<file path="src/rtl/ranked_multiset_with_global_offset_macros.svh">
// Assertion macros for the ranked multiset block (use clk and arst_n of the including module).
`ifndef RANKED_MULTISET_WITH_GLOBAL_OFFSET_MACROS_SVH
`define RANKED_MULTISET_WITH_GLOBAL_OFFSET_MACROS_SVH

// condition holds at every edge out of reset
`define RMGO_ASSERT_ALWAYS(label, cond, msg) \
	label: assert property (@(posedge clk) disable iff (!arst_n) (cond)) else $error(msg);

// same-cycle implication
`define RMGO_ASSERT_IMPL(label, ante, cons, msg) \
	label: assert property (@(posedge clk) disable iff (!arst_n) (ante) |-> (cons)) else $error(msg);

// next-cycle implication
`define RMGO_ASSERT_NEXT(label, ante, cons, msg) \
	label: assert property (@(posedge clk) disable iff (!arst_n) (ante) |=> (cons)) else $error(msg);

`endif

</file>
<file path="src/rtl/rmgo_pkg.sv">
// Shared constants, codes and types of the ranked multiset block.
package rmgo_pkg;

	localparam int CAPACITY = 1024;
	localparam int IDX_W    = $clog2(CAPACITY);
	localparam int CNT_W    = $clog2(CAPACITY + 1);
	localparam int VAL_W    = 32;
	localparam int AMT_W    = 20;
	localparam int OP_W     = 2;
	localparam int KEPT_W   = 11;
	localparam int DEP_W    = 32;
	localparam int S_DATA_W = 24;
	localparam int M_DATA_W = 80;
	localparam int M_USER_W = 2;

	typedef enum logic [OP_W-1:0] {
		OP_INSERT = 2'd0,
		OP_ADD    = 2'd1,
		OP_SUB    = 2'd2,
		OP_FIND   = 2'd3
	} op_t;

	// command broadcast to every cell
	typedef enum logic [2:0] {
		CMD_HOLD,
		CMD_INSERT,
		CMD_ADD,
		CMD_SUB,
		CMD_LOAD_VAL,
		CMD_LOAD_KEEP,
		CMD_SHIFT
	} cell_cmd_e;

	typedef struct packed {
		cell_cmd_e          kind;
		logic [AMT_W-1:0]   operand;
		logic [CNT_W-1:0]   count;
		logic [AMT_W-1:0]   thr;
	} cell_cmd_t;

	typedef struct packed {
		logic               busy;
		logic [CNT_W-1:0]   count;
	} stat_t;

endpackage

</file>
<file path="src/rtl/rmgo_cell.sv">
// One cell of the sorted chain: a stored value and a tap register that shifts toward cell 0.
module rmgo_cell (
	input  logic                                clk,
	input  rmgo_pkg::cell_cmd_t                 cmd,
	input  logic [rmgo_pkg::IDX_W-1:0]          index,
	input  logic signed [rmgo_pkg::VAL_W-1:0]   left_val,
	input  logic                                left_lt,
	input  logic [rmgo_pkg::VAL_W-1:0]          right_tap,
	output logic signed [rmgo_pkg::VAL_W-1:0]   val,
	output logic                                lt,
	output logic [rmgo_pkg::VAL_W-1:0]          tap
);

	logic signed [rmgo_pkg::VAL_W-1:0] val_q;
	logic [rmgo_pkg::VAL_W-1:0]        tap_q;
	logic signed [rmgo_pkg::VAL_W:0]   ext;
	logic signed [rmgo_pkg::VAL_W:0]   sum;
	logic signed [rmgo_pkg::VAL_W-1:0] sat;
	logic signed [rmgo_pkg::VAL_W-1:0] ins_v;
	logic signed [rmgo_pkg::VAL_W-1:0] thr_v;
	logic                              in_use;
	logic                              keep;

	assign ext   = $signed((rmgo_pkg::VAL_W + 1)'(cmd.operand));
	assign ins_v = $signed(rmgo_pkg::VAL_W'(cmd.operand));
	assign thr_v = $signed(rmgo_pkg::VAL_W'(cmd.thr));

	always_comb begin
		if (cmd.kind == rmgo_pkg::CMD_SUB) begin
			sum = {val_q[rmgo_pkg::VAL_W-1], val_q} - ext;
		end else begin
			sum = {val_q[rmgo_pkg::VAL_W-1], val_q} + ext;
		end
		// clamp when the two top bits disagree
		if (sum[rmgo_pkg::VAL_W] != sum[rmgo_pkg::VAL_W-1]) begin
			sat = sum[rmgo_pkg::VAL_W] ? {1'b1, {(rmgo_pkg::VAL_W-1){1'b0}}}
				: {1'b0, {(rmgo_pkg::VAL_W-1){1'b1}}};
		end else begin
			sat = sum[rmgo_pkg::VAL_W-1:0];
		end
	end

	// chain holds values largest first; entries at or past count are unused
	assign in_use = rmgo_pkg::CNT_W'(index) < cmd.count;
	assign lt     = !in_use || (val_q < ins_v);
	assign keep   = val_q >= thr_v;

	always_ff @(posedge clk) begin
		case (cmd.kind)
			rmgo_pkg::CMD_INSERT: begin
				if (lt) begin
					val_q <= left_lt ? left_val : ins_v;
				end
			end
			rmgo_pkg::CMD_ADD,
			rmgo_pkg::CMD_SUB: begin
				val_q <= sat;
			end
			rmgo_pkg::CMD_LOAD_VAL: begin
				tap_q <= val_q;
			end
			rmgo_pkg::CMD_LOAD_KEEP: begin
				tap_q <= rmgo_pkg::VAL_W'(keep);
			end
			rmgo_pkg::CMD_SHIFT: begin
				tap_q <= right_tap;
			end
			default: begin
			end
		endcase
	end

	assign val = val_q;
	assign tap = tap_q;

endmodule

</file>
<file path="config.mk">
export PLATFORM = sky130hd
export DESIGN_NAME = rmgo_cell
export DESIGN_NICKNAME = d
export VERILOG_FILES = /design/src/rtl/ranked_multiset_with_global_offset_macros.svh /design/src/rtl/rmgo_pkg.sv /design/src/rtl/rmgo_cell.sv
export SDC_FILE = /design/constraint.sdc
export NUM_CORES = 1
export LEC_CHECK = 0
export ABC_AREA = 0
export BUFFER_PORTS_ARGS = -buffer_cell sky130_fd_sc_hd__buf_2
export CAP_MARGIN = 5
export CORE_AREA = 5 5 102 175
export CTS_CLUSTER_DIAMETER = 100
export DETAILED_ROUTE_END_ITERATION = 12
export DIE_AREA = 0 0 107 180
export HOLD_SLACK_MARGIN = 0.1
export PLACE_DENSITY_LB_ADDON = 0.1
export SYNTH_ARGS = -nofsm -noshare
export SYNTH_HDL_FRONTEND = slang
export SYNTH_SLANG_ARGS = --single-unit
export TNS_END_PERCENT = 10
</file>
<file path="constraint.sdc">
create_clock -name clk -period 6.4 [get_ports clk]
set_input_delay 1.28 -clock clk [delete_from_list [all_inputs] [get_ports clk]]
set_output_delay 1.28 -clock clk [all_outputs]
set_load 0.02 [all_outputs]
</file>
[Yosys cells after proc, flatten, opt, wreduce, memory -nomap -nowiden]
Cells that the tools add are included.
Operators by class
  add/sub/neg operators: 2
  multipliers: 0
  div/mod/pow operators: 0
  order comparisons: 3
  equality and inequality tests: 8
  shifts and indexed selects: 0
  muxes and demuxes: 7
  bitwise operators: 0
  reduce and logical (&&, ||, !) cells: 6
Operators with widths (number)
  $mux 32: 4
  $pmux 32 s3: 1
  $pmux 32 s2: 1
  $add 32x21->33: 1
  $mux 33: 1
  $sub 32x21->33: 1
  $ge 32x21->1: 1
  $lt 32x21->1: 1
  $lt 10x11->1: 1
  $eq 3x3->1 const B: 3
  $eq 3x2->1 const B: 2
  $eq 3x1->1 const B: 1
  $reduce_bool 3->1: 1
  $ne 2x2->1 const B: 1
  $reduce_and 2->1: 1
  $reduce_bool 2->1: 1
  $reduce_or 2->1: 1
  $logic_not 1->1: 1
  $logic_or 1x1->1: 1
  $ne 1x1->1: 1
Storage, ports and cells
  flip-flop bits (word level): 64
  bits in latches: 0
  memory bits (writable): 0
  memory bits (read-only): 0
  input port bits: 130
  output and inout bits: 65
  word-level logic and storage cells: 28
  memories: 0

[Longest topological paths before layout]
  word-level depth: 5
  gate-level depth with buffers: 14
  mapped depth without buffers: 13

[Worst setup path after synthesis]
No wires, ideal clock.
  kind: in2reg
  from: in cmd[34] (netlist bit)
  to: reg val_q (netlist bit val[0]), enable pin
  setup time: 0.470 ns
  arrival: 5.334 ns
  required time: 5.930 ns
  setup slack: 0.596 ns
  stages on the path: 10
  path buffers: 0
  path through: inv_1 ha_1 a21o_1 a21oi_1 nand2_1 a211oi_1 o21ai_0 nor2_1 nor4_1 a211oi_1
On the way
  cells in the longest elaborated chain, start to end: 4
RTL lines
  from (decl): line rmgo_cell.sv:4  | input rmgo_pkg::cell_cmd_t cmd,
  $lt 32x21->1: line rmgo_cell.sv:45  | assign lt = !in_use || (val_q < ins_v);
  $logic_or 1x1->1: line rmgo_cell.sv:45
  $ne 2x2->1 (no line)
  $reduce_and 2->1 (no line)
  to (signal assigned): line rmgo_cell.sv:52  | val_q <= left_lt ? left_val : ins_v;
  to (signal assigned): line rmgo_cell.sv:57  | val_q <= sat;
  to (decl): line rmgo_cell.sv:14  | logic signed [rmgo_pkg::VAL_W-1:0] val_q;
No other way between the ends.
A chain may end at the register's enable or synchronous reset.

[Worst setup path in the final report]
  from: in cmd[34] (netlist bit)
  to: out lt
On the way
  cells in the longest elaborated chain, start to end: 2
RTL lines
  $lt 32x21->1: line rmgo_cell.sv:45
  $logic_or 1x1->1: line rmgo_cell.sv:45
  to (decl): line rmgo_cell.sv:10  | output logic lt,
No other way between the ends.

==> flow_summary.toml <==
[outcome]
outcome = "completed"

[job]
cap_violations = 0

[yosys]
net_count_after_synthesis = 922
synth_flop_cell = "edfxtp_1"
ys_seq_elements = 64
netlist_area_mm2 = 0.00637
synth-edff-count = 64
syn_inst = 721
async_flop_share = 0
avgSynthCellArea_um2 = 8.83
synth_top_cell_by_area = "edfxtp_1"
proportion_of_synthesized_chip_area_in_sequential_cells = 0.302
synthTopCellsByArea = "edfxtp_1 30%, ha_1 14%, inv_1 4.3%, a22o_1 4.3%, a21oi_1 3.6%"
yosys_warnings = 0
ys_types = 70
area_share_of_the_leading_cell_type_in_the_synthesized_netlist = 0.302

[sta]
final.setup_skew_ns = 0.00770
final_max_slew_viol_count = 0
rsz0062_at_grt = "no"
finalCriticalPeriod_ns = 4.97
setup-tns-final_ns = 0
timing.final.setup_violations = 0
slew-limit-headroom = 0.284
fin_crit_sh = 0.776
max_freq_ghz = 0.201
worst_pin_slew_ns = 1.07
hold_viol = 0

[routing]
drc_errors = 0
wl_per_cell_um = 20.4
drt_wl_total_um = 22200
dr_total_vias = 6267
dr.pass1.iters = 5
drt-initial-drc-count = 344
ant_nets = 0
via_per_inst = 5.75

[setup_path]
arrival_ns = 3.69
worstPathRequired_ns = 5.12
timing.reg2reg.setup_slack_ns = 2.01
timing.rr.start = "val[13]"
timing.critical_path.max_delay_family = "compound AO/OA/AOI/OAI gates"
slowest_stage = "a211oi_1"
endpoint_kind = "primary output"
worst_path_largest_cell_delay_ns = 0.49
critical_path_maximum_fanout = 6
crit_chain = "buf_2, inv_1, ha_1, a21o_1, a21oi_1, nand2_1, a211oi_1, o21ai_0, nor2_1, nor3_1, nand2_1, buf_2"
critical_path.reg2reg.endpoint = "val[7]"
reg2regPathDepth = 10
worstSetupPathType = "in2out"
cp.buffers_inverters = 3
timing.critical_path.from_type = "input port"

[final_layout]
multiInputGateArea_mm2 = 0.00401
antenna-diode-count = 0
seq_area_mm2 = 0.00192
area_growth_syn_to_layout_pct = 22.5
final_core_utilization = 0.479
final_net_count = 1093
final.fill_count = 1607
share_of_cells_above_drive_strength_1 = 0.262

[power]
pwr_density_cell_mw_per_mm2 = 214
vdd_drop_max_v = 0.000168
static-leakage-power_nw = 3.71

[global_route]
grtUsageMet3 = 0.0287
grt_pass1_wl_um = 34100
grtUsageMet2 = 0.417
antenna_found_initial = 0
gr-total-overflow = 0
grt_usage = 0.224
via_count_of_the_first_global_routing_pass = 6365
grt_start_max_net_pins = 36
grt_use_met1 = 0.253
gr-max-usage-layer = "met2"

[clocking]
clock_tree.htree_level_count = 3
cts.repair_timing.setup_buffer_count = 0
cts_root_buffer = "clkbuf_16"
cts_tree = "yes"
clock_pin_slew_on_the_worst_setup_and_hold_paths_ns = 0.06
cts.sinks = 64
insertion_delay_ns = 0.34
cts_buffer_depth = 2
post_cts_resize_count = 0
cts_hold_buffers = 0
cts-buffers-inserted = 9

[floorplan]
placementRows = 62
initial_core_util = 0.391
die_height_um = 180
core_area_mm2 = 0.0163
pin_count = 195
floorplan.die.width_um = 107
fp.dieArea_mm2 = 0.0193

[hold_path]
hold_class = "reg2reg"
hold_path_startpoint = "val[0]"
min_to = "tap[0]"
hold_path_depth = 2

[place]
gp_routability_congestion = 0.898
io_buffer_count = 194
post_detail_place_hpwl_um = 17800
-- state kept, by name, indices dropped and copies added (netlist names) --
signal  flops
tap        32
val        32
-- synthesized netlist by cell type, types with 14 or more instances --
library cell  count
nand2_1          48
ha_1             69
o211ai_1         14
nor2_1           42
a22o_1           31
xnor2_1          18
nor3_1           18
mux2i_1          20
inv_1            73
clkbuf_1         30
a21oi_1          46
a21o_1           20
edfxtp_1         64
o21ai_0          37
-- cell type report --
class	count	share of cell area
Multi-Input combinational cell	544	0.514
Sequential cell	64	0.246
Timing Repair Buffer	200	0.130
Inverter	73	0.0351
Tap cell	192	0.0308
Clock buffer	10	0.0293
Clock inverter	6	0.0138
-- worst reg2reg max path: stages, from the launching register on --
cell       delay, ns
edfxtp_1        0.53
ha_1            0.51
inv_1           0.13
a2111oi_1       0.59
nand2_1         0.17
a311o_1         0.37
a211oi_1        0.41
o31ai_4         0.19
and4b_4         0.27
o21ai_4         0.65
o221ai_1        0.27
-- cell usage in the layout, fill, tap and decap left out, types with 14 or more instances in the layout --
cell type,instances
buf_2,194
inv_1,73
ha_1,69
edfxtp_1,64
nand2_1,48
a21oi_1,46
nor2_1,41
o21ai_0,37
a22o_1,31
a21o_1,20
mux2i_1,20
nor3_1,18
xnor2_1,18
o211ai_1,14
-- routing by layer --
layer / routed length [µm] / vias up
li1: - / 3022
met1: 8520 / 2940
met2: 11700 / 260
met3: 1220 / 45
met4: 772 / 0
met5: 0 / -
-- per-stage QoR --
step | power [mW] | cells | hold WS, ns | instance area [µm²] | setup WS (ns)
floorplan | 0.910 | 721 | 0.743 | 6370 | 0.596
global placement | 1.09 | 1073 | 0.686 | 7470 | 1.34
detailed placement | 1.10 | 1073 | 0.696 | 7470 | 1.23
CTS | 1.68 | 1089 | 0.717 | 7800 | 1.41
global route | 1.75 | 1089 | 0.738 | 7800 | 1.17
finish | 1.67 | 1089 | 0.682 | 7800 | 1.43
-- power by group --
part	internal (mW)	switching (mW)	total (mW)
clock	0.380	0.198	0.578
sequential	0.509	0.0403	0.549
combinational	0.219	0.322	0.541
total	1.11	0.561	1.67
-- logic make-up after synthesis --
| kind of cell | count (synthesis) | share of synthesized area |
|---|---|---|
| buffers and inverters | 113 | 0.0719 |
| flip-flops | 64 | 0.302 |
| AND/OR/NAND/NOR | 194 | 0.157 |
| adder cells (fa/ha/maj) | 71 | 0.142 |
| multiplexers | 20 | 0.0314 |
| AO/OA/AOI/OAI | 230 | 0.256 |
| XOR/XNOR | 29 | 0.0399 |
-- worst max-delay path by stage --
stage          startpoint  endpoint  slack, ns  cells past startpoint
4_1_cts           cmd[32]        lt       1.41                     12
5_1_grt           cmd[32]        lt       1.17                     12
2_1_floorplan     cmd[34]    val[0]       0.60                     10
6_report          cmd[34]        lt       1.43                     12
3_5_place_dp      cmd[44]   val[14]       1.23                     12
3_3_place_gp      cmd[44]   val[13]       1.34                     12
Note: power is estimated with default switching activity, not from simulation.
