[src/rtl/ranked_multiset_with_global_offset_macros.svh]
// Assertion macros for the ranked multiset block (use clk and arst_n of the including module).
`ifndef RANKED_MULTISET_WITH_GLOBAL_OFFSET_MACROS_SVH
`define RANKED_MULTISET_WITH_GLOBAL_OFFSET_MACROS_SVH

// condition holds at every edge out of reset
`define RMGO_ASSERT_ALWAYS(label, cond, msg) \
	label: assert property (@(posedge clk) disable iff (!arst_n) (cond)) else $error(msg);

// same-cycle implication
`define RMGO_ASSERT_IMPL(label, ante, cons, msg) \
	label: assert property (@(posedge clk) disable iff (!arst_n) (ante) |-> (cons)) else $error(msg);

// next-cycle implication
`define RMGO_ASSERT_NEXT(label, ante, cons, msg) \
	label: assert property (@(posedge clk) disable iff (!arst_n) (ante) |=> (cons)) else $error(msg);

`endif

[src/rtl/rmgo_pkg.sv]
// Shared constants, codes and types of the ranked multiset block.
package rmgo_pkg;

	localparam int CAPACITY = 1024;
	localparam int IDX_W    = $clog2(CAPACITY);
	localparam int CNT_W    = $clog2(CAPACITY + 1);
	localparam int VAL_W    = 32;
	localparam int AMT_W    = 20;
	localparam int OP_W     = 2;
	localparam int KEPT_W   = 11;
	localparam int DEP_W    = 32;
	localparam int S_DATA_W = 24;
	localparam int M_DATA_W = 80;
	localparam int M_USER_W = 2;

	typedef enum logic [OP_W-1:0] {
		OP_INSERT = 2'd0,
		OP_ADD    = 2'd1,
		OP_SUB    = 2'd2,
		OP_FIND   = 2'd3
	} op_t;

	// command broadcast to every cell
	typedef enum logic [2:0] {
		CMD_HOLD,
		CMD_INSERT,
		CMD_ADD,
		CMD_SUB,
		CMD_LOAD_VAL,
		CMD_LOAD_KEEP,
		CMD_SHIFT
	} cell_cmd_e;

	typedef struct packed {
		cell_cmd_e          kind;
		logic [AMT_W-1:0]   operand;
		logic [CNT_W-1:0]   count;
		logic [AMT_W-1:0]   thr;
	} cell_cmd_t;

	typedef struct packed {
		logic               busy;
		logic [CNT_W-1:0]   count;
	} stat_t;

endpackage

[src/rtl/rmgo_ctrl.sv]
// Sequencer: count, departure total, cell commands and the output word register.
module rmgo_ctrl (
	input  logic                            clk,
	input  logic                            arst_n,
	input  logic                            s_valid,
	output logic                            s_ready,
	input  rmgo_pkg::op_t                   op,
	input  logic [rmgo_pkg::AMT_W-1:0]      amount,
	input  logic [rmgo_pkg::AMT_W-1:0]      thr,
	input  logic [rmgo_pkg::VAL_W-1:0]      tap0,
	input  logic                            m_ready,
	output logic                            m_valid,
	output logic                            answer_valid,
	output logic [rmgo_pkg::VAL_W-1:0]      answer,
	output logic [rmgo_pkg::KEPT_W-1:0]     kept_count,
	output logic [rmgo_pkg::DEP_W-1:0]      departed_count,
	output logic                            insert_dropped,
	output rmgo_pkg::cell_cmd_t             cmd,
	output rmgo_pkg::stat_t                 stat
);

	typedef enum logic [1:0] {
		ST_IDLE,
		ST_FIND,
		ST_KEEP,
		ST_SCAN
	} state_t;

	state_t                         st_q;
	logic [rmgo_pkg::CNT_W-1:0]     count_q;
	logic [rmgo_pkg::CNT_W-1:0]     steps_q;
	logic [rmgo_pkg::DEP_W-1:0]     dep_q;
	logic                           m_valid_q;
	logic                           ans_valid_q;
	logic [rmgo_pkg::VAL_W-1:0]     answer_q;
	logic                           dropped_q;

	logic                           out_free;
	logic                           accept;
	logic                           k_ok;
	logic                           ins_ok;
	logic                           full;
	logic                           scan_go;
	logic [rmgo_pkg::CNT_W-1:0]     gone;
	logic [rmgo_pkg::DEP_W:0]       dep_sum;
	logic [rmgo_pkg::DEP_W-1:0]     dep_next;

	assign out_free = !m_valid_q || m_ready;
	assign s_ready  = (st_q == ST_IDLE) && out_free;
	assign accept   = s_valid && s_ready;
	assign k_ok     = (amount != '0) && (32'(amount) <= 32'(count_q));
	assign ins_ok   = amount >= thr;
	assign full     = count_q >= rmgo_pkg::CNT_W'(rmgo_pkg::CAPACITY);
	assign scan_go  = (steps_q < count_q) && tap0[0];
	assign gone     = count_q - steps_q;
	assign dep_sum  = {1'b0, dep_q} + (rmgo_pkg::DEP_W + 1)'(gone);
	assign dep_next = dep_sum[rmgo_pkg::DEP_W] ? '1 : dep_sum[rmgo_pkg::DEP_W-1:0];

	always_comb begin
		cmd.kind    = rmgo_pkg::CMD_HOLD;
		cmd.operand = amount;
		cmd.count   = count_q;
		cmd.thr     = thr;
		case (st_q)
			ST_IDLE: begin
				if (accept) begin
					case (op)
						rmgo_pkg::OP_INSERT: begin
							if (ins_ok && !full) begin
								cmd.kind = rmgo_pkg::CMD_INSERT;
							end
						end
						rmgo_pkg::OP_ADD: cmd.kind = rmgo_pkg::CMD_ADD;
						rmgo_pkg::OP_SUB: cmd.kind = rmgo_pkg::CMD_SUB;
						rmgo_pkg::OP_FIND: begin
							if (k_ok) begin
								cmd.kind = rmgo_pkg::CMD_LOAD_VAL;
							end
						end
						default: begin
						end
					endcase
				end
			end
			ST_FIND: begin
				if (steps_q != '0) begin
					cmd.kind = rmgo_pkg::CMD_SHIFT;
				end
			end
			ST_KEEP: cmd.kind = rmgo_pkg::CMD_LOAD_KEEP;
			ST_SCAN: begin
				if (scan_go) begin
					cmd.kind = rmgo_pkg::CMD_SHIFT;
				end
			end
			default: begin
			end
		endcase
	end

	always_ff @(posedge clk or negedge arst_n) begin
		if (!arst_n) begin
			st_q        <= ST_IDLE;
			count_q     <= '0;
			steps_q     <= '0;
			dep_q       <= '0;
			m_valid_q   <= 1'b0;
			ans_valid_q <= 1'b0;
			answer_q    <= '0;
			dropped_q   <= 1'b0;
		end else begin
			if (m_valid_q && m_ready) begin
				m_valid_q <= 1'b0;
			end
			case (st_q)
				ST_IDLE: begin
					if (accept) begin
						ans_valid_q <= 1'b0;
						answer_q    <= '0;
						dropped_q   <= 1'b0;
						case (op)
							rmgo_pkg::OP_INSERT: begin
								m_valid_q <= 1'b1;
								if (ins_ok && full) begin
									dropped_q <= 1'b1;
								end
								if (ins_ok && !full) begin
									count_q <= count_q + 1'b1;
								end
							end
							rmgo_pkg::OP_ADD: m_valid_q <= 1'b1;
							rmgo_pkg::OP_SUB: st_q <= ST_KEEP;
							rmgo_pkg::OP_FIND: begin
								if (k_ok) begin
									steps_q <= rmgo_pkg::CNT_W'(amount - 1'b1);
									st_q    <= ST_FIND;
								end else begin
									m_valid_q <= 1'b1;
								end
							end
							default: begin
							end
						endcase
					end
				end
				ST_FIND: begin
					if (steps_q != '0) begin
						steps_q <= steps_q - 1'b1;
					end else if (out_free) begin
						answer_q    <= tap0;
						ans_valid_q <= 1'b1;
						m_valid_q   <= 1'b1;
						st_q        <= ST_IDLE;
					end
				end
				ST_KEEP: begin
					steps_q <= '0;
					st_q    <= ST_SCAN;
				end
				ST_SCAN: begin
					// steps_q counts survivors, a prefix of the chain
					if (scan_go) begin
						steps_q <= steps_q + 1'b1;
					end else if (out_free) begin
						count_q   <= steps_q;
						dep_q     <= dep_next;
						m_valid_q <= 1'b1;
						st_q      <= ST_IDLE;
					end
				end
				default: st_q <= ST_IDLE;
			endcase
		end
	end

	assign m_valid        = m_valid_q;
	assign answer_valid   = ans_valid_q;
	assign answer         = answer_q;
	assign kept_count     = rmgo_pkg::KEPT_W'(count_q);
	assign departed_count = dep_q;
	assign insert_dropped = dropped_q;
	assign stat.busy      = st_q != ST_IDLE;
	assign stat.count     = count_q;

endmodule
[config.mk]
export PLATFORM = sky130hd
export DESIGN_NAME = rmgo_ctrl
export DESIGN_NICKNAME = d
export VERILOG_FILES = /design/src/rtl/ranked_multiset_with_global_offset_macros.svh /design/src/rtl/rmgo_pkg.sv /design/src/rtl/rmgo_ctrl.sv
export SDC_FILE = /design/constraint.sdc
export NUM_CORES = 1
export LEC_CHECK = 0
export ABC_AREA = 0
export BUFFER_PORTS_ARGS = -buffer_cell sky130_fd_sc_hd__buf_2
export CORE_MARGIN = 5
export CORE_UTILIZATION = 35
export DETAILED_ROUTE_END_ITERATION = 10
export GPL_TIMING_DRIVEN = 0
export PLACE_DENSITY_LB_ADDON = 0.2
export SYNTH_ARGS = -nofsm -noshare
export SYNTH_HDL_FRONTEND = slang
export SYNTH_SLANG_ARGS = --single-unit
[constraint.sdc]
create_clock -name clk -period 4.8 [get_ports clk]
set_clock_uncertainty 0.2 [all_clocks]
set_input_delay 0.48 -clock clk [delete_from_list [all_inputs] [get_ports clk]]
set_output_delay 0.48 -clock clk [all_outputs]
set_load 0.02 [all_outputs]
Word-level counts from Yosys, hierarchy flattened --
Index checks and enable logic that the tools add are counted.
Word-level totals: register bits after elaboration 91, input bits 78, output and inout port bits 145, word-level logic and storage cells 107
Operators by class: $add $sub $neg 6, $lt $le $gt $ge 4, equality and inequality tests 19, muxes and demuxes 45, bitwise gates (word level) 1, reduce and logical (&&, ||, !) cells 24
Operators by type and width (count):
- $mux 32 | 4
- $mux 11 | 10
- $pmux 32 s2 | 1
- $pmux 11 s4 | 1
- $add 32x11->33 | 1
- $pmux 3 s4 | 2
- $add 11x1->11 const B | 2
- $pmux 11 s2 | 1
- $sub 11x1->11 const B | 2
- $ge 20x20->1 | 1
- $le 20x11->1 | 1
- $reduce_bool 20->1 | 1
- $ne 2x2->1 const B | 8
- $mux 1 | 12
- $mux 3 | 4
- $ge 11x11->1 const B | 1
- $lt 11x11->1 | 1
- $reduce_bool 11->1 | 1
- $sub 11x11->11 | 1
- $mux 2 | 5
- $reduce_and 5->1 | 2
- $eq 2x2->1 const B | 4
- $pmux 2 s4 | 1
- $logic_and 1x1->1 | 7
- 17 further kinds | 25

Logic depth before layout (Yosys ltp) --
Gate-level depths: netlist of run 1.
depth in word-level cells 7, gate-level depth with buffers 20, mapped depth without buffers 19

Worst setup path after synthesis of run 1 --
No wires, ideal clock.
path kind register -> register, from register count_q (netlist bit kept_count[0]), to register dep_q (netlist bit departed_count[26]), setup time 0.119 ns, arrival time 4.226 ns, required time 4.481 ns, slack 0.255 ns, stages on the path, launching flop included 21, path buffers 1, clock period less this slack 4.545 ns, path through dfrtp_1 > inv_1 > ha_1 > inv_1 > fa_1 > a21o_1 > a21oi_1 > o21bai_1 > a2111oi_0 > o31ai_1 > a21oi_1 > xnor2_1 > ha_1 > a21oi_1 > o21ai_0 > a31oi_1 > nor4b_1 > nand2_1 > clkbuf_1 > nand3_1 > o21a_1
Between the ends: cells in the longest elaborated chain, start to end 4, elaborated cells between the ends (all ways) 7, those cells by class 2 x add/sub; 1 x order compare; 1 x mux; 1 x bitwise; 2 x reduce/logical
RTL lines:
- start: declaration | line rmgo_ctrl.sv:30 | logic [rmgo_pkg::CNT_W-1:0] count_q;
- start signal: assignment | line rmgo_ctrl.sv:128 | count_q <= count_q + 1'b1;
- start signal: assignment | line rmgo_ctrl.sv:165 | count_q <= steps_q;
- parallel branches: the longest is 4 deep, another holds $add 32x11->33
- end signal: assignment | line rmgo_ctrl.sv:166 | dep_q <= dep_next;
- end: declaration | line rmgo_ctrl.sv:32 | logic [rmgo_pkg::DEP_W-1:0] dep_q;
Several ways; the timed one is not identified. A chain may end at the register's enable or synchronous reset.

Worst setup path after layout of run 1 --
from register count_q (netlist bit kept_count[0]), to register dep_q (netlist bit departed_count[5])
The elaborated chain is that of the path after synthesis.

==> summary.md, run 1 <==
| Metric | Value |
|---|---|
| Clock sinks | `91` |
| Seq pwr share | `0.189` |
| Crit path launch | `kept_count[0]` |
| Number of global-route vias before repair | `6,142` |
| Async set-reset flop share out of synthesis | `1.000` |
| WP data arrival | `4.54 ns` |
| Status | `finished, final reports clean` |
| Die ar. | `0.02296 sq mm` |
| DRT Wirelength | `20.87 mm` |
| Fmax | `0.2222 GHz` |
| Sw Pwr | `3.047 mW` |
| Fin crit share | `0.9375` |
| Initial antenna violation count | `2` |
| Final Non-Filler Cells | `1,274` |
| H-tree Lvls | `3` |
| Mapped Area | `0.007010 sq mm` |
| Worst Path Buf+Inv | `3` |
| Clock root buffer | `clkbuf_16` |
| Critical path's top delay family | `compound AO/OA/AOI/OAI gates` |
| Hold Startpoint | `tap0[27]` |
| Cells after Synth | `769` |
| Slew Limit Fails | `0` |
| Layout cells sized above 1 | `0.3280` |
| Combinational power share | `0.700` |
| Startpoint types | `register` |
| DR iter-0 viols | `325` |
| TritonCTS buffer count | `9` |
| 1st-pass router iterations | `5` |
| # diodes | `0` |
| Mean Syn Cell Area | `9.116 sq um` |
| Final Hold Fails | `0` |
| Worst setup EP type | `register` |
| PnR worst setup slack | `0.3001 ns` |
| Post-Syn Nets | `919` |
| Maximum clock path buffer count | `2` |
| TritonCTS clock tree | `done` |
| Via/cell ratio | `5.083` |
| Slew at the pin with the worst max-slew slack | `1.028 ns` |
| Place WS | `-0.5406 ns` |
| Synth area leaders | `dfrtp_1, ha_1, buf_4, a22o_1, inv_1` |
| Wire length per cell | `16.38 microns` |
| GRT Resource Usage Total | `0.1765` |
| Largest net degree at the start of global routing | `63` |
| Initial Utilization | `0.3579` |
| RSZ-0062 raised after global routing | `false` |
| Finished Cell Area | `0.008816 sq mm` |
| Antenna-violating nets left | `0` |
| Final Setup Violations | `0` |
| Worst Path Max Fanout | `10` |
| CTS clk-pin slew, worst paths | `0.08 ns` |
| Final #Nets | `1,155` |
| HPWL Detailed | `16.55 mm` |
| Synth top area share | `0.3248` |
| Pwr Density | `702.0 mW/mm^2` |
| Die H | `151.5 microns` |
| Total congestion overflow | `0` |
| Sequential-to-total area share from yosys stat | `0.3248` |
| Yosys Warn Count | `0` |
| DIE WIDTH | `151.5 microns` |
| Area delta synth->final | `25.75%` |
| Detailed-route DRC error count | `0` |
| Min-Delay Path Class | `input port to register` |
| IO buf count | `222` |
| Hold_ws | `0.1451 ns` |
| Post-synth top area cell | `dfrtp_1` |
| Placed cells | `1,257` |
| Top FF cell, synth | `dfrtp_1` |
| Global-route wire length before repair | `32.31 mm` |
| Vias | `6,476` |
| Row count | `51` |
| WS Path Type | `register to register` |
| Slew HR | `0.3081` |
| EDFF count, synth | `0` |
| Placed cell areas | `0.008483 sq mm` |
| Core area | `0.01959 sq mm` |
| Internal | `3.141 mW` |
| Worst vdd ir | `0.0003912 V` |
| Slowest-stage cell, CP | `dfrtp_2` |
| Gpl congestion | `0.8272` |
| Worst skew pair latency | `0.34 ns` |
| Clk pwr share | `0.111` |
| I/O Pins | `223` |
| Final min period | `4.500 ns` |
| Worst r2r src | `kept_count[0]` |
| Max cap viols | `0` |
| Max stage delay on crit path | `0.48 ns` |
| Req. time, crit path | `4.84 ns` |
| Switching Share | `0.4924` |
| Synth unique cells | `67` |
| CP most frequent cell | `a21oi_1` |
| Cell Chain, Critical Path | `inv_1, ha_1, inv_1, fa_1, a21o_1, a21oi_1, o21bai_1, a2111oi_4, o31ai_1, a21oi_1, xnor2_1, ha_1, a21oi_1, o21ai_0, a31oi_2, nor4b_2, nand2b_1, clkbuf_2, o22a_1` |
| Leak | `4.382 nW` |
| Synthesized flop and latch total | `91` |
## cell usage in the layout (no fill, tap or decap), types with 8 or more instances in the layout
cell type  count
o22a_1        12
clkbuf_16      9
buf_4         65
o22ai_1        8
nand4_1       12
ha_1          69
buf_2        222
xnor2_1       27
inv_1         63
nor3_1        15
a31oi_1       11
a22oi_1        8
nor4_1        15
dfrtp_1       90
a21oi_1       47
mux2i_1        8
o21ai_0       40
nor2_1        36
a21o_1        10
nand3_1       19
a22o_1        33
xor2_1         9
nor2b_1        9
mux2_2         8
nand2_1       36
a211oi_1      13
clkbuf_1      15
## per-stage QoR
stage / utilization / power (mW) / TNS (ns)
2_1_floorplan: - / 4.379 / 0
3_3_place_gp: 0.4315 / 5.380 / -9.801
3_5_place_dp: 0.4330 / 5.398 / -9.850
4_1_cts: 0.4487 / 6.191 / 0
5_1_grt: 0.4500 / 6.714 / 0
6_report: 0.4500 / 6.189 / 0
## routing by layer
layer | vias up | routed length, microns | GRT usage
met5 | - | 14 | 0
met4 | 4 | 302 | 0.04403
met3 | 27 | 1504 | 0.03867
met2 | 191 | 9545 | 0.2709
met1 | 3025 | 9500 | 0.2534
li1 | 3229 | - | -
## worst paths after layout
check                               endpoint  slack [ns]  cells past startpoint
min                               answer[27]        0.15                      2
max                        departed_count[5]        0.30                     19
max reg2reg                departed_count[5]        0.30                     19
max in group asynchronous          answer[3]        3.30                      3
min reg2reg                     answer_valid        0.30                      1
min in group asynchronous  departed_count[1]        0.43                      2
## synth_stat cells (all sizes together) (14+ instances only)
master and instances:
o21ai 40, inv 63, nor4 16, a22o 33, nand3 20, xnor2 27, ha 69, clkbuf 17
dfrtp 91, a211oi 14, nand2 36, buf 65, nor3 16, nor2 36, a21oi 48
## power by group through the flow
stage	Clock (mW)	Sequential [mW]	Combinational, mW
after global placement	0	1.18	4.20
final	0.687	1.17	4.33
after CTS	0.708	1.17	4.31
after detailed placement	0	1.18	4.21
after global routing	0.739	1.20	4.78
after floorplan	0	1.25	3.13
## state kept, by name, indices dropped and copies added (netlist names)
signal	cells
answer	32
answer_valid	1
kept_count	11
insert_dropped	1
departed_count	32
steps_q	11
m_valid	1
st_q	2
## kinds of logic after synthesis
| kind of cell | share of synthesized area |
|---|---|
| mux | 0.02641 |
| simple gates | 0.1380 |
| buf+inv | 0.1121 |
| flops | 0.3248 |
| fa+ha+maj | 0.1317 |
| compound gates | 0.2220 |
| xor+xnor | 0.04498 |
## final cells by class
type / instances / area (sq um)
Timing Repair Buffer: 225 / 1159
Buffer: 82 / 550.5
Fill cell: 1967 / 10770
Inverter: 64 / 240.2
Tap cell: 265 / 331.6
Clock buffer: 9 / 225.2
Clock inverter: 6 / 47.55
Multi-Input combinational cell: 532 / 3984
Sequential cell: 91 / 2278
## repair_timing
item	in CTS	in global routing
hold buffers	1	0
pin swaps	0	1
endpoints found under the setup margin	30	31
resized for setup	5	6
hold endpoints to repair	29	0
setup buffers	1	0
Note: power is estimated with default switching activity, not from simulation.
==> inputs of run 2 (changes only) <==
Settings changed: CORE_UTILIZATION 35 to 30.
==> summary.md, run 2 (same netlist as run 1, synthesis figures left out) <==
| Metric | Value |
|---|---|
| Max cap viols | `0` |
| Placed cells | `1,311` |
| Total congestion overflow | `0` |
| Antenna-violating nets left | `0` |
| I/O Pins | `223` |
| HPWL Detailed | `17.03 mm` |
| DIE WIDTH | `162.9 microns` |
| Gpl congestion | `0.8552` |
| Initial antenna violation count | `2` |
| H-tree Lvls | `3` |
| Sw Pwr | `3.045 mW` |
| Detailed-route DRC error count | `0` |
| Final Non-Filler Cells | `1,329` |
| RSZ-0062 raised after global routing | `false` |
| Worst r2r src | `kept_count[0]` |
| WS Path Type | `register to register` |
| Req. time, crit path | `4.89 ns` |
| Util after Layout | `0.3832` |
| Combinational power share | `0.694` |
| Footprint of the multi-input gates | `0.003991 sq mm` |
| Initial Utilization | `0.3014` |
| 1st-pass router iterations | `4` |
| Clock sinks | `91` |
| Fin crit share | `0.9279` |
| Post-route setup TNS | `0 ns` |
| Status | `finished, final reports clean` |
| TritonCTS buffer count | `9` |
| Seq pwr share | `0.189` |
| Via/cell ratio | `4.880` |
| Startpoint types | `register` |
| Fillers | `2,495` |
| WP data arrival | `4.54 ns` |
| Layout cells sized above 1 | `0.3287` |
| Die H | `162.9 microns` |
| Crit path launch | `kept_count[0]` |
| Largest net degree at the start of global routing | `51` |
| TritonCTS clock tree | `done` |
| Worst Path Max Fanout | `10` |
| Worst skew pair latency | `0.35 ns` |
| DRT Wirelength | `21.31 mm` |
| Area delta synth->final | `27.16%` |
| Slew at the pin with the worst max-slew slack | `1.195 ns` |
| Leading cell types in the layout, fill and taps excluded | `buf_2, dfrtp_1, ha_1` |
| FF/Latch Area | `0.002278 sq mm` |
| Final Hold Fails | `0` |
| CTS clk-pin slew, worst paths | `0.07 ns` |
| Core area | `0.02326 sq mm` |
| Min-Delay Path Class | `input port to register` |
| Switching Share | `0.4877` |
| # diodes | `0` |
| IO buf count | `222` |
| Final min period | `4.454 ns` |
| Global-route wire length before repair | `33.18 mm` |
| Maximum clock path buffer count | `2` |
| Total power | `6.244 mW` |
| Slew HR | `0.1961` |
| Leak | `4.389 nW` |
| Number of global-route vias before repair | `6,137` |
| Slew Limit Fails | `0` |
| Internal | `3.198 mW` |
| Pwr Density | `700.4 mW/mm^2` |
| Die ar. | `0.02653 sq mm` |
| Wire length per cell | `16.04 microns` |
| Fmax | `0.2245 GHz` |
| Worst vdd ir | `0.0004342 V` |
| Row count | `56` |
| Final #Nets | `1,155` |
| GRT Resource Usage Total | `0.1549` |
| Worst setup EP type | `register` |
| Clk pwr share | `0.117` |
| Vias | `6,486` |
| Most common cell after layout, fill and taps aside | `buf_2` |
| Final Setup Violations | `0` |
| Hold Startpoint | `tap0[25]` |
| Clock root buffer | `clkbuf_16` |
| DR iter-0 viols | `312` |
-- run 2: changes by cell type in the layout (fill, tap and decap cells not counted), sizes merged --
cell / before / now
bufinv: 0 / 1
inv: 66 / 65
clkbuf: 26 / 27
clkinv: 4 / 3
buf: 289 / 290
-- run 2: layer usage --
layer,vias to the layer above,global-route usage,routed length (microns)
met3,15,0.03645,1514
met2,192,0.2500,9856
met5,-,0,19
met1,3039,0.2146,9754
met4,4,0.02783,167
li1,3236,-,-
-- run 2: power by group through the flow --
stage          registers [mW]  clock network [mW]  logic, mW
3_5_place_dp             1.19                   0       4.23
6_report                 1.18               0.732       4.33
2_1_floorplan            1.25                   0       3.13
5_1_grt                  1.20               0.794       4.82
3_3_place_gp             1.19                   0       4.22
4_1_cts                  1.18               0.757       4.34
-- run 2: critical path, cell delays in order, from the launching register on --
cell,delay (ns)
dfrtp_2,0.47
inv_1,0.13
ha_1,0.18
inv_1,0.05
fa_1,0.39
a21o_1,0.19
a21oi_2,0.17
o21bai_1,0.13
a2111oi_4,0.35
o31ai_1,0.13
a21oi_1,0.18
xnor2_1,0.09
ha_1,0.35
nand2_1,0.08
o21ai_0,0.20
a31oi_2,0.10
nor4b_2,0.38
nand2_1,0.21
buf_4,0.22
nand3_1,0.09
o21a_1,0.11
-- run 2: through the flow --
step	hold slack (ns)	cell area (sq um)	setup slack [ns]
floorplan	-0.01559	7010	0.2546
global placement	0.2655	8521	-0.5809
detailed placement	0.2676	8551	-0.6690
CTS	0.1315	8884	0.08716
global route	0.1347	8915	0.05063
finish	0.1455	8915	0.3460
-- run 2: area by class of cell --
cell class / instances / area share
Clock buffer: 11 / 0.02611
Sequential cell: 91 / 0.2556
Clock inverter: 5 / 0.006877
Buffer: 82 / 0.06204
Timing Repair Buffer: 225 / 0.1300
Tap cell: 319 / 0.04477
Inverter: 64 / 0.02695
Multi-Input combinational cell: 532 / 0.4477
-- run 2: repair_timing --
item	4_1_cts	5_1_grt
pin swaps	0	1
hold endpoints to repair	41	0
setup buffers	1	0
resized for setup	6	10
hold buffers	1	0
endpoints found under the setup margin	32	31
gates cloned	0	0
-- run 2: final timing paths --
check	slack, ns	to	depth (start not counted)
setup / recovery	0.35	departed_count[26]	20
hold / removal	0.15	answer[25]	2
setup reg to reg	0.35	departed_count[26]	20
hold reg to reg	0.28	answer_valid	1
max in group asynchronous	3.25	answer[21]	3
min in group asynchronous	0.48	departed_count[3]	2
